**config.mk**
```make
export PLATFORM = sky130hd
export DESIGN_NAME = variable_range_slot_allocator
export DESIGN_NICKNAME = d
export VERILOG_FILES = /design/src/vrsa_pkg.sv /design/src/variable_range_slot_allocator.sv /design/src/vrsa_ram.sv /design/src/vrsa_size_log2.sv
export SDC_FILE = /design/constraint.sdc
export NUM_CORES = 2
export LEC_CHECK = 0
export BUFFER_PORTS_ARGS = -buffer_cell sky130_fd_sc_hd__buf_2
export CELL_PAD_IN_SITES_DETAIL_PLACEMENT = 2
export CELL_PAD_IN_SITES_GLOBAL_PLACEMENT = 2
export CORE_MARGIN = 4
export CORE_UTILIZATION = 40
export DETAILED_ROUTE_END_ITERATION = 12
export PLACE_DENSITY = 0.79
export SLEW_MARGIN = 10
export SYNTH_ARGS = -nofsm -noshare
export SYNTH_HDL_FRONTEND = slang
export SYNTH_HIERARCHICAL = 1
export SYNTH_SLANG_ARGS = --single-unit
```
**constraint.sdc**
```tcl
create_clock -name clock -period 12.8 [get_ports clock]
set_input_delay 1.28 -clock clock [delete_from_list [all_inputs] [get_ports clock]]
set_output_delay 1.28 -clock clock [all_outputs]
set_load 0.005 [all_outputs]
```
**src/vrsa_pkg.sv**
```systemverilog
// ----------------------------------------------------------------------------
// vrsa_pkg
// Types and constants of the variable range slot allocator.
// ----------------------------------------------------------------------------
package vrsa_pkg;

   localparam int ADDR_W     = 52;
   localparam int LEN_W      = 53;
   localparam int LG_W       = 6;
   localparam int TYPE_W     = 8;
   localparam int SIDX_W     = 3;
   localparam int STATUS_W   = 3;
   localparam int CSR_IDX_W  = 2;
   localparam int CSR_DATA_W = 6;
   localparam int NUM_W      = 4;

   localparam int MIN_LOG2      = 20;
   localparam int MAX_LOG2      = 52;
   localparam int VALID_POS     = 11;
   localparam int MIN_PAB       = 32;
   localparam int FALLBACK_BITS = 36;
   localparam int WIN_W         = 8;

   localparam logic [ADDR_W-1:0] ADDR_ONES  = '1;
   localparam logic [ADDR_W-1:0] PAGE_MASK  = ~ADDR_W'(12'hFFF);
   localparam logic [ADDR_W-1:0] VALID_MASK = ADDR_W'(1) << VALID_POS;
   localparam logic [TYPE_W-1:0] WC_TYPE    = 8'd1;

   localparam logic OP_REQUEST = 1'b0;
   localparam logic OP_PRESET  = 1'b1;

   localparam logic [CSR_IDX_W-1:0] CSR_WC_SUPPORTED   = 2'd0;
   localparam logic [CSR_IDX_W-1:0] CSR_NUM_SLOTS      = 2'd1;
   localparam logic [CSR_IDX_W-1:0] CSR_PHYS_ADDR_BITS = 2'd2;

   typedef enum logic [STATUS_W-1:0] {
      STAT_NEW      = 3'd0,
      STAT_COVERED  = 3'd1,
      STAT_UNSUP    = 3'd2,
      STAT_NO_SLOTS = 3'd3,
      STAT_FULL     = 3'd4,
      STAT_PRESET   = 3'd5
   } status_type;

   typedef struct packed {
      logic            done;
      logic [LG_W-1:0] lg;
   } size_res_type;

endpackage

```
**src/variable_range_slot_allocator.sv**
```systemverilog
// ----------------------------------------------------------------------------
// variable_range_slot_allocator
// Keeps a table of variable memory-range slots in a RAM. A request rounds
// its region to a power of two, scans the slots for a covering
// write-combining entry and otherwise claims the first invalid slot.
//
//   Channel  Direction  Handshake           Payload
//   req      in         req_valid/req_stall opcode, base, length, slot, type
//   rsp      out        rsp_valid/rsp_stall status, slot, base, size, words
//   csr      in         csr_we              csr_index, csr_wdata
//
// One request at a time. The length search walks the byte windows, then come a
// setup step, a slot scan over the RAM read port (n usable slots, requests
// only) and an output step.
// The result sits in an output register, so the next request is taken while
// it waits. Reset is synchronous and marks every slot as never written.
// ----------------------------------------------------------------------------
module variable_range_slot_allocator #(
   parameter int MAX_SLOTS = 8,
   parameter int ADDR_BITS = 52
) (
   input  logic                              clock,
   input  logic                              reset,

   input  logic                              req_valid,
   output logic                              req_stall,
   input  logic                              req_opcode,
   input  logic [vrsa_pkg::ADDR_W-1:0]       req_phys_base,
   input  logic [vrsa_pkg::LEN_W-1:0]        req_length,
   input  logic [vrsa_pkg::SIDX_W-1:0]       req_slot_index,
   input  logic [vrsa_pkg::TYPE_W-1:0]       req_mem_type,
   input  logic                              req_valid_flag,

   output logic                              rsp_valid,
   input  logic                              rsp_stall,
   output logic [vrsa_pkg::STATUS_W-1:0]     rsp_status,
   output logic [vrsa_pkg::SIDX_W-1:0]       rsp_slot_used,
   output logic [vrsa_pkg::ADDR_W-1:0]       rsp_region_base,
   output logic [vrsa_pkg::LG_W-1:0]         rsp_size_log2,
   output logic [vrsa_pkg::ADDR_W-1:0]       rsp_base_word,
   output logic [vrsa_pkg::ADDR_W-1:0]       rsp_mask_word,

   input  logic                              csr_we,
   input  logic [vrsa_pkg::CSR_IDX_W-1:0]    csr_index,
   input  logic [vrsa_pkg::CSR_DATA_W-1:0]   csr_wdata
);

   localparam int IDX_W = (MAX_SLOTS > 1) ? $clog2(MAX_SLOTS) : 1;
   localparam int CW    = $clog2(MAX_SLOTS + 1);
   localparam int AW    = vrsa_pkg::ADDR_W;

   typedef enum logic [5:0] {
      S_IDLE   = 6'b000001,
      S_SIZE   = 6'b000010,
      S_PREP   = 6'b000100,
      S_SCAN   = 6'b001000,
      S_DECIDE = 6'b010000,
      S_DONE   = 6'b100000
   } state_type;

   state_type state_ff, state_in;

   logic                               csr_wc_ff, csr_wc_in;
   logic [vrsa_pkg::NUM_W-1:0]         csr_num_ff, csr_num_in;
   logic [vrsa_pkg::CSR_DATA_W-1:0]    csr_pab_ff, csr_pab_in;

   logic                               op_ff, op_in;
   logic [AW-1:0]                      base_ff, base_in;
   logic [vrsa_pkg::SIDX_W-1:0]        sidx_ff, sidx_in;
   logic [vrsa_pkg::TYPE_W-1:0]        mtype_ff, mtype_in;
   logic                               vflag_ff, vflag_in;
   logic                               wc_ff, wc_in;
   logic [CW-1:0]                      n_ff, n_in;
   logic [AW-1:0]                      pmask_ff, pmask_in;
   logic [vrsa_pkg::LG_W-1:0]          lg_ff, lg_in;
   logic [AW-1:0]                      abase_ff, abase_in;
   logic [AW-1:0]                      szmask_ff, szmask_in;

   logic [CW-1:0]                      iss_ff, iss_in;
   logic                               rd_vld_ff, rd_vld_in;
   logic [IDX_W-1:0]                   rd_idx_ff, rd_idx_in;
   logic                               rd_wv_ff, rd_wv_in;
   logic                               rd_last_ff, rd_last_in;

   logic                               hit_ff, hit_in;
   logic [IDX_W-1:0]                   hit_slot_ff, hit_slot_in;
   logic [AW-1:0]                      hit_bw_ff, hit_bw_in;
   logic [AW-1:0]                      hit_mw_ff, hit_mw_in;
   logic                               free_ff, free_in;
   logic [IDX_W-1:0]                   free_slot_ff, free_slot_in;

   vrsa_pkg::status_type               status_ff, status_in;
   logic [IDX_W-1:0]                   slot_ff, slot_in;
   logic [AW-1:0]                      bw_ff, bw_in;
   logic [AW-1:0]                      mw_ff, mw_in;
   logic                               wr_ff, wr_in;

   logic                               rsp_valid_ff, rsp_valid_in;
   logic [vrsa_pkg::STATUS_W-1:0]      rsp_status_ff, rsp_status_in;
   logic [vrsa_pkg::SIDX_W-1:0]        rsp_slot_ff, rsp_slot_in;
   logic [AW-1:0]                      rsp_abase_ff, rsp_abase_in;
   logic [vrsa_pkg::LG_W-1:0]          rsp_lg_ff, rsp_lg_in;
   logic [AW-1:0]                      rsp_bw_ff, rsp_bw_in;
   logic [AW-1:0]                      rsp_mw_ff, rsp_mw_in;

   logic [MAX_SLOTS-1:0]               written_ff, written_in;

   logic                               size_start;
   vrsa_pkg::size_res_type             size_res;

   logic                               ram_we;
   logic [2*ADDR_BITS-1:0]             ram_wdata;
   logic [2*ADDR_BITS-1:0]             ram_q;

   logic [5:0]                         pab_w1;
   logic [5:0]                         pab_w;
   logic [AW-1:0]                      pmask_c;
   logic [4:0]                         num_sat;
   logic [CW-1:0]                      n_c;
   logic [AW-1:0]                      size_keep;
   logic [AW-1:0]                      abase_c;
   logic [AW-1:0]                      szmask_c;
   logic [AW-1:0]                      ent_b;
   logic [AW-1:0]                      ent_m;
   logic                               hit_now;
   logic                               issue;
   logic                               out_free;

   vrsa_size_log2 u_size (
      .clock  (clock),
      .reset  (reset),
      .start  (size_start),
      .length (req_length),
      .res    (size_res)
   );

   vrsa_ram #(
      .WIDTH (2 * ADDR_BITS),
      .DEPTH (MAX_SLOTS)
   ) u_slot_ram (
      .clock (clock),
      .we    (ram_we),
      .waddr (slot_ff),
      .wdata (ram_wdata),
      .raddr (iss_ff[IDX_W-1:0]),
      .rdata (ram_q)
   );

   assign ram_wdata = {mw_ff[ADDR_BITS-1:0], bw_ff[ADDR_BITS-1:0]};

   always_comb begin
      pab_w1 = (csr_pab_ff < 6'(vrsa_pkg::MIN_PAB) || csr_pab_ff > 6'(vrsa_pkg::ADDR_W)) ?
               6'(vrsa_pkg::FALLBACK_BITS) : csr_pab_ff;
      pab_w  = (pab_w1 > 6'(ADDR_BITS)) ? 6'(ADDR_BITS) : pab_w1;
      pmask_c = (vrsa_pkg::ADDR_ONES >> (6'(vrsa_pkg::ADDR_W) - pab_w)) & vrsa_pkg::PAGE_MASK;
      num_sat = ({1'b0, csr_num_ff} > 5'(MAX_SLOTS)) ? 5'(MAX_SLOTS) : {1'b0, csr_num_ff};
      n_c     = CW'(num_sat);

      size_keep = vrsa_pkg::ADDR_ONES << lg_ff;
      abase_c   = base_ff & size_keep;
      szmask_c  = size_keep & pmask_ff;

      ent_b   = rd_wv_ff ? AW'(ram_q[ADDR_BITS-1:0]) : '0;
      ent_m   = rd_wv_ff ? AW'(ram_q[2*ADDR_BITS-1:ADDR_BITS]) : '0;
      hit_now = ent_m[vrsa_pkg::VALID_POS] && ((ent_b & pmask_ff) == abase_ff) &&
                (ent_b[vrsa_pkg::TYPE_W-1:0] == vrsa_pkg::WC_TYPE);

      issue    = (state_ff == S_SCAN) && (iss_ff < n_ff);
      out_free = !rsp_valid_ff || !rsp_stall;
   end

   always_comb begin
      state_in     = state_ff;
      csr_wc_in    = csr_wc_ff;
      csr_num_in   = csr_num_ff;
      csr_pab_in   = csr_pab_ff;
      op_in        = op_ff;
      base_in      = base_ff;
      sidx_in      = sidx_ff;
      mtype_in     = mtype_ff;
      vflag_in     = vflag_ff;
      wc_in        = wc_ff;
      n_in         = n_ff;
      pmask_in     = pmask_ff;
      lg_in        = lg_ff;
      abase_in     = abase_ff;
      szmask_in    = szmask_ff;
      iss_in       = issue ? iss_ff + CW'(1) : iss_ff;
      rd_vld_in    = issue;
      rd_idx_in    = iss_ff[IDX_W-1:0];
      rd_wv_in     = written_ff[iss_ff[IDX_W-1:0]];
      rd_last_in   = (iss_ff == n_ff - CW'(1));
      hit_in       = hit_ff;
      hit_slot_in  = hit_slot_ff;
      hit_bw_in    = hit_bw_ff;
      hit_mw_in    = hit_mw_ff;
      free_in      = free_ff;
      free_slot_in = free_slot_ff;
      status_in    = status_ff;
      slot_in      = slot_ff;
      bw_in        = bw_ff;
      mw_in        = mw_ff;
      wr_in        = wr_ff;
      rsp_valid_in = rsp_valid_ff && rsp_stall;
      rsp_status_in = rsp_status_ff;
      rsp_slot_in  = rsp_slot_ff;
      rsp_abase_in = rsp_abase_ff;
      rsp_lg_in    = rsp_lg_ff;
      rsp_bw_in    = rsp_bw_ff;
      rsp_mw_in    = rsp_mw_ff;
      written_in   = written_ff;
      size_start   = 1'b0;
      ram_we       = 1'b0;

      if (csr_we) begin
         unique case (csr_index)
            vrsa_pkg::CSR_WC_SUPPORTED:   csr_wc_in  = csr_wdata[0];
            vrsa_pkg::CSR_NUM_SLOTS:      csr_num_in = csr_wdata[vrsa_pkg::NUM_W-1:0];
            vrsa_pkg::CSR_PHYS_ADDR_BITS: csr_pab_in = csr_wdata;
            default: ;
         endcase
      end

      unique case (state_ff)
         S_IDLE: begin
            if (req_valid) begin
               op_in      = req_opcode;
               base_in    = req_phys_base;
               sidx_in    = req_slot_index;
               mtype_in   = req_mem_type;
               vflag_in   = req_valid_flag;
               wc_in      = csr_wc_ff;
               n_in       = n_c;
               pmask_in   = pmask_c;
               size_start = 1'b1;
               state_in   = S_SIZE;
            end
         end
         S_SIZE: begin
            if (size_res.done) begin
               lg_in    = size_res.lg;
               state_in = S_PREP;
            end
         end
         S_PREP: begin
            abase_in  = abase_c;
            szmask_in = szmask_c;
            slot_in   = '0;
            bw_in     = '0;
            mw_in     = '0;
            wr_in     = 1'b0;
            iss_in    = '0;
            hit_in    = 1'b0;
            free_in   = 1'b0;
            state_in  = S_DONE;
            if (op_ff == vrsa_pkg::OP_PRESET) begin
               status_in = vrsa_pkg::STAT_PRESET;
               if ({2'b00, sidx_ff} < 5'(MAX_SLOTS)) begin
                  bw_in   = (base_ff & pmask_ff) | AW'(mtype_ff);
                  mw_in   = szmask_c | (vflag_ff ? vrsa_pkg::VALID_MASK : '0);
                  wr_in   = 1'b1;
                  slot_in = IDX_W'(sidx_ff);
               end
            end else if (!wc_ff) begin
               status_in = vrsa_pkg::STAT_UNSUP;
            end else if (n_ff == '0) begin
               status_in = vrsa_pkg::STAT_NO_SLOTS;
            end else begin
               status_in = vrsa_pkg::STAT_FULL;
               state_in  = S_SCAN;
            end
         end
         S_SCAN: begin
            if (rd_vld_ff) begin
               if (hit_now && !hit_ff) begin
                  hit_in      = 1'b1;
                  hit_slot_in = rd_idx_ff;
                  hit_bw_in   = ent_b;
                  hit_mw_in   = ent_m;
               end
               if (!ent_m[vrsa_pkg::VALID_POS] && !free_ff) begin
                  free_in      = 1'b1;
                  free_slot_in = rd_idx_ff;
               end
               if (rd_last_ff) begin
                  state_in = S_DECIDE;
               end
            end
         end
         S_DECIDE: begin
            if (hit_ff) begin
               status_in = vrsa_pkg::STAT_COVERED;
               slot_in   = hit_slot_ff;
               bw_in     = hit_bw_ff;
               mw_in     = hit_mw_ff;
            end else if (free_ff) begin
               status_in = vrsa_pkg::STAT_NEW;
               slot_in   = free_slot_ff;
               bw_in     = (abase_ff & pmask_ff) | AW'(vrsa_pkg::WC_TYPE);
               mw_in     = szmask_ff | vrsa_pkg::VALID_MASK;
               wr_in     = 1'b1;
            end
            state_in = S_DONE;
         end
         S_DONE: begin
            if (out_free) begin
               rsp_valid_in  = 1'b1;
               rsp_status_in = status_ff;
               rsp_slot_in   = vrsa_pkg::SIDX_W'(slot_ff);
               rsp_abase_in  = abase_ff;
               rsp_lg_in     = lg_ff;
               rsp_bw_in     = bw_ff;
               rsp_mw_in     = mw_ff;
               if (wr_ff) begin
                  ram_we              = 1'b1;
                  written_in[slot_ff] = 1'b1;
               end
               state_in = S_IDLE;
            end
         end
         default: begin
            state_in = S_IDLE;
         end
      endcase
   end

   always_ff @(posedge clock) begin
      if (reset) begin
         state_ff     <= S_IDLE;
         rsp_valid_ff <= 1'b0;
         rd_vld_ff    <= 1'b0;
         written_ff   <= '0;
         csr_wc_ff    <= 1'b1;
         csr_num_ff   <= vrsa_pkg::NUM_W'(8);
         csr_pab_ff   <= 6'(vrsa_pkg::FALLBACK_BITS);
      end else begin
         state_ff     <= state_in;
         rsp_valid_ff <= rsp_valid_in;
         rd_vld_ff    <= rd_vld_in;
         written_ff   <= written_in;
         csr_wc_ff    <= csr_wc_in;
         csr_num_ff   <= csr_num_in;
         csr_pab_ff   <= csr_pab_in;
      end
   end

   always_ff @(posedge clock) begin
      op_ff         <= op_in;
      base_ff       <= base_in;
      sidx_ff       <= sidx_in;
      mtype_ff      <= mtype_in;
      vflag_ff      <= vflag_in;
      wc_ff         <= wc_in;
      n_ff          <= n_in;
      pmask_ff      <= pmask_in;
      lg_ff         <= lg_in;
      abase_ff      <= abase_in;
      szmask_ff     <= szmask_in;
      iss_ff        <= iss_in;
      rd_idx_ff     <= rd_idx_in;
      rd_wv_ff      <= rd_wv_in;
      rd_last_ff    <= rd_last_in;
      hit_ff        <= hit_in;
      hit_slot_ff   <= hit_slot_in;
      hit_bw_ff     <= hit_bw_in;
      hit_mw_ff     <= hit_mw_in;
      free_ff       <= free_in;
      free_slot_ff  <= free_slot_in;
      status_ff     <= status_in;
      slot_ff       <= slot_in;
      bw_ff         <= bw_in;
      mw_ff         <= mw_in;
      wr_ff         <= wr_in;
      rsp_status_ff <= rsp_status_in;
      rsp_slot_ff   <= rsp_slot_in;
      rsp_abase_ff  <= rsp_abase_in;
      rsp_lg_ff     <= rsp_lg_in;
      rsp_bw_ff     <= rsp_bw_in;
      rsp_mw_ff     <= rsp_mw_in;
   end

   assign req_stall        = (state_ff != S_IDLE);
   assign rsp_valid        = rsp_valid_ff;
   assign rsp_status       = rsp_status_ff;
   assign rsp_slot_used    = rsp_slot_ff;
   assign rsp_region_base  = rsp_abase_ff;
   assign rsp_size_log2    = rsp_lg_ff;
   assign rsp_base_word    = rsp_bw_ff;
   assign rsp_mask_word    = rsp_mw_ff;

endmodule

```
**src/vrsa_ram.sv**
```systemverilog
// ----------------------------------------------------------------------------
// vrsa_ram
// Generic simple dual-port RAM with one write port and a registered read.
// ----------------------------------------------------------------------------
module vrsa_ram #(
   parameter int WIDTH = 8,
   parameter int DEPTH = 8
) (
   input  logic                                   clock,
   input  logic                                   we,
   input  logic [((DEPTH > 1) ? $clog2(DEPTH) : 1)-1:0] waddr,
   input  logic [WIDTH-1:0]                       wdata,
   input  logic [((DEPTH > 1) ? $clog2(DEPTH) : 1)-1:0] raddr,
   output logic [WIDTH-1:0]                       rdata
);

   logic [WIDTH-1:0] mem_ff [DEPTH];
   logic [WIDTH-1:0] rdata_ff;

   always_ff @(posedge clock) begin
      if (we) begin
         mem_ff[waddr] <= wdata;
      end
      rdata_ff <= mem_ff[raddr];
   end

   assign rdata = rdata_ff;

endmodule

```
**src/vrsa_size_log2.sv**
```systemverilog
// ----------------------------------------------------------------------------
// vrsa_size_log2
// Iterative ceiling log2 of a region length, clamped to 20..52. The search
// walks the length minus one from the top, one byte-wide window per cycle.
// ----------------------------------------------------------------------------
module vrsa_size_log2 (
   input  logic                       clock,
   input  logic                       reset,
   input  logic                       start,
   input  logic [vrsa_pkg::LEN_W-1:0] length,
   output vrsa_pkg::size_res_type     res
);

   localparam int X_W = vrsa_pkg::LEN_W - vrsa_pkg::MIN_LOG2;

   logic                   busy_ff, busy_in;
   logic [X_W-1:0]         sreg_ff, sreg_in;
   logic [5:0]             pos_ff, pos_in;
   vrsa_pkg::size_res_type res_ff, res_in;

   logic [vrsa_pkg::LEN_W-1:0] len_m1;
   logic [vrsa_pkg::WIN_W-1:0] win;
   logic [2:0]                 jsel;
   logic [6:0]                 bitpos;
   logic [6:0]                 cand;

   always_comb begin
      len_m1 = (length == '0) ? '0 : length - vrsa_pkg::LEN_W'(1);
      win    = sreg_ff[X_W-1 -: vrsa_pkg::WIN_W];
      jsel   = 3'd0;
      for (int j = 0; j < vrsa_pkg::WIN_W; j++) begin
         if (win[j]) begin
            jsel = 3'(j);
         end
      end
      bitpos = 7'(pos_ff) + 7'(jsel) - 7'(vrsa_pkg::WIN_W - 1);
      cand   = bitpos + 7'(vrsa_pkg::MIN_LOG2 + 1);

      busy_in = busy_ff;
      sreg_in = sreg_ff;
      pos_in  = pos_ff;
      res_in  = '{done: 1'b0, lg: res_ff.lg};

      if (start) begin
         busy_in = 1'b1;
         sreg_in = len_m1[vrsa_pkg::LEN_W-1:vrsa_pkg::MIN_LOG2];
         pos_in  = 6'(X_W - 1);
      end else if (busy_ff) begin
         if (win != '0) begin
            busy_in     = 1'b0;
            res_in.done = 1'b1;
            res_in.lg   = (cand > 7'(vrsa_pkg::MAX_LOG2)) ?
                          vrsa_pkg::LG_W'(vrsa_pkg::MAX_LOG2) : vrsa_pkg::LG_W'(cand);
         end else if (pos_ff < 6'(vrsa_pkg::WIN_W)) begin
            busy_in     = 1'b0;
            res_in.done = 1'b1;
            res_in.lg   = vrsa_pkg::LG_W'(vrsa_pkg::MIN_LOG2);
         end else begin
            sreg_in = sreg_ff << vrsa_pkg::WIN_W;
            pos_in  = pos_ff - 6'(vrsa_pkg::WIN_W);
         end
      end
   end

   always_ff @(posedge clock) begin
      if (reset) begin
         busy_ff <= 1'b0;
         res_ff  <= '0;
      end else begin
         busy_ff <= busy_in;
         res_ff  <= res_in;
      end
   end

   always_ff @(posedge clock) begin
      sreg_ff <= sreg_in;
      pos_ff  <= pos_in;
   end

   assign res = res_ff;

endmodule

```
==> results.cfg <==
[route]
ant_nets = 0
vias = 33175
drc = 0
vias_per_cell = 5.82
wirelength_um = 204000
first_pass_iters = 5
wl_per_cell_um = 35.9
drt_iter0_markers = 4310

[yosys]
netlist_area_um2 = 60800
synth_edf_count = 1464
syn_inst = 3139
synth_ff_type = edfxtp_1
synth_area_per_cell_um2 = 19.4
ys_ff_latch = 1615
yosysUniqueCellTypes = 69
synth_warnings = 6
seq_area_frac_synth = 0.773
synthArstFlopShare = 0

[critical_path]
crit_path_start_kind = flip-flop
required_ns = 13.22
cp_slowest_cell = and4_4
cpPeakStageDelay_ns = 1.05
worstPathArrival_ns = 5.73
crit_chain = buf_4 -> nand3_1 -> xor2_1 -> nand4_1 -> nor4_1 -> and4_4 -> buf_4
critPathCaptureType = flip-flop
crit_path_frequent_cell = buf_4
crit_fanout = 82
path_class = flip-flop to flip-flop

[global_routing]
grt.total_usage = 0.257
grt-ovfl-total = 0
grt_pass1_vias = 35691
antenna_found_initial = 21
grt_pass1_wl_um = 288000
grt_max_degree = 162

[placed_design]
gp_congestion = 0.816
port_buffers = 300
hpwlAfterDp_um = 127000

[sta]
max_freq_mhz = 188
finalMaxSlewViolations = 0
worstMarginPinSlew_ns = 1.28
setup_viol = 0
whs_ns = 0.433
relSlewSlack = 0.141
clock_skew_ns = 0.0396
rsz0062_at_grt = false
fin_tns_setup_ns = 0
min_period_ns = 5.31
min_period_over_period = 0.415
hold_viol = 0

[floorplan]
die-area_um2 = 158000
die_width_um = 398
io_pins = 301
rows = 142
fp.coreArea_um2 = 150000
die_height_um = 398
initial_core_util = 0.404

[cts]
cts_htree_levels = 4
cts_sinks = 1615
cts_tree = built
clk-insertion-delay-late_ns = 0.83
cts_buffers = 170
root_buffer = clkbuf_16
cts.clk_slew.worst_paths_ns = 0.06
cts-resized-gates = 0
cts_hold_buf = 0
clockBufferDepth = 3
cts_setup_buffers = 0

[power_and_ir_drop]
ir_drop_v = 0.000124
p_leak_uw = 0.0233
powerDensity_nw_per_um2 = 164

[cells_and_area]
nets = 3676
multi_input_area_um2 = 13000
mostFrequentLayoutCells = 1464 x edfxtp_1, 300 x buf_2, 210 x mux4_2, 187 x and2_1, 171 x clkbuf_16
syn_to_final_growth_pct = 15.2
final_common_cell = edfxtp_1
drive_gt1_frac = 0.255
n_fill_cell = 13614
ff_latch_area_um2 = 47000

[status]
status = finished clean

[flow_run]
drv_cap = 0

[worst_hold_path]
worstHoldPathType = flip-flop to flip-flop
==> Yosys cell counts, types with 19 or more instances <==
cell type	number	area, µm²
edfxtp_1	1464	44000
mux4_2	210	4730
and2_1	188	1180
dfxtp_1	151	3020
nor2_1	121	454
mux2_4	84	1260
a22o_1	76	666
clkbuf_1	65	244
nand3_1	65	325
nand2_1	64	240
o21ai_0	57	285
xor2_1	49	429
mux2i_1	48	480
a21oi_1	46	230
buf_2	45	225
inv_1	36	135
nor3_1	34	170
o2bb2ai_1	31	272
and3_1	23	144
nor2b_1	22	138
nor4_1	22	138
mux2_2	21	236
nand4_1	19	119
==> power by group <==
group          internal (µW)  switching (µW)
registers               5800             112
logic                    294             304
clock network           2790            2180
total                   8880            2590
==> flip-flops by register name, summed over array words and instances, names as in the netlist, 52 cells and up <==
signal	flops
rsp_mask_word	52
base_ff	52
bw_ff	52
abase_ff	52
mw_ff	52
hit_mw_ff	52
rsp_base_word	52
rsp_region_base	52
hit_bw_ff	52
u_slot_ram/mem_ff	832
u_slot_ram/rdata	104
==> per-stage QoR <==
step                setup WS [ns]  total power, µW   util  cells  area (µm²)
floorplan                    2.46             6420      -   3151       60800
global placement             7.71             6560  0.429   5374       64500
detailed placement           7.43             6600  0.429   5374       64500
CTS                          7.59            11500  0.465   5692       70000
global route                 7.41            11800  0.465   5694       70000
finish                       7.49            11500  0.465   5700       70000
==> critical path: cells and delay by family, from the launching register on <==
kind / cells / cell delay, ns
buf+inv: 2 / 1.73
xor+xnor: 1 / 0.31
simple gates: 4 / 1.83
flops: 1 / 0.81
==> cell families after synthesis <==
logic type,Yosys count,synth area share
AOI/OAI and AO/OA,275,0.0322
xor gates and xnor gates,66,0.00951
adders and majority gates,14,0.00288
buffers and inverters,177,0.0159
DFF,1615,0.773
muxes,363,0.110
other,1,0.0000617
and+or+nand+nor,628,0.0561
==> area by class of cell <==
cell class	instances	share of cell area
flip-flops and latches	1615	0.671
multi-input cells	1359	0.185
clock buffers	259	0.0687
well taps	2016	0.0360
repair buffers	347	0.0273
clock inverters	59	0.00925
inverters	38	0.00207
diodes	7	0.000250
==> routing by layer <==
layer  vias up  GRT usage  wire length [µm]
met5         -          0                58
met4         8     0.0911              7290
met3       349     0.0599             17000
met2      1789      0.431            102000
met1     17816      0.327             78500
li1      13213          -                 -
==> path summary, 6_finish.rpt <==
| path | slack [ns] | depth (start not counted) | startpoint | endpoint |
|---|---|---|---|---|
| max | 7.49 | 7 | rd_wv_ff | hit_bw_ff[3] |
| min | 0.43 | 0 | status_ff[1] | rsp_status[1] |
| min reg2reg | 0.43 | 0 | status_ff[1] | rsp_status[1] |
| max reg2reg | 7.49 | 7 | rd_wv_ff | hit_bw_ff[3] |
(Power assumes the default switching activity.)
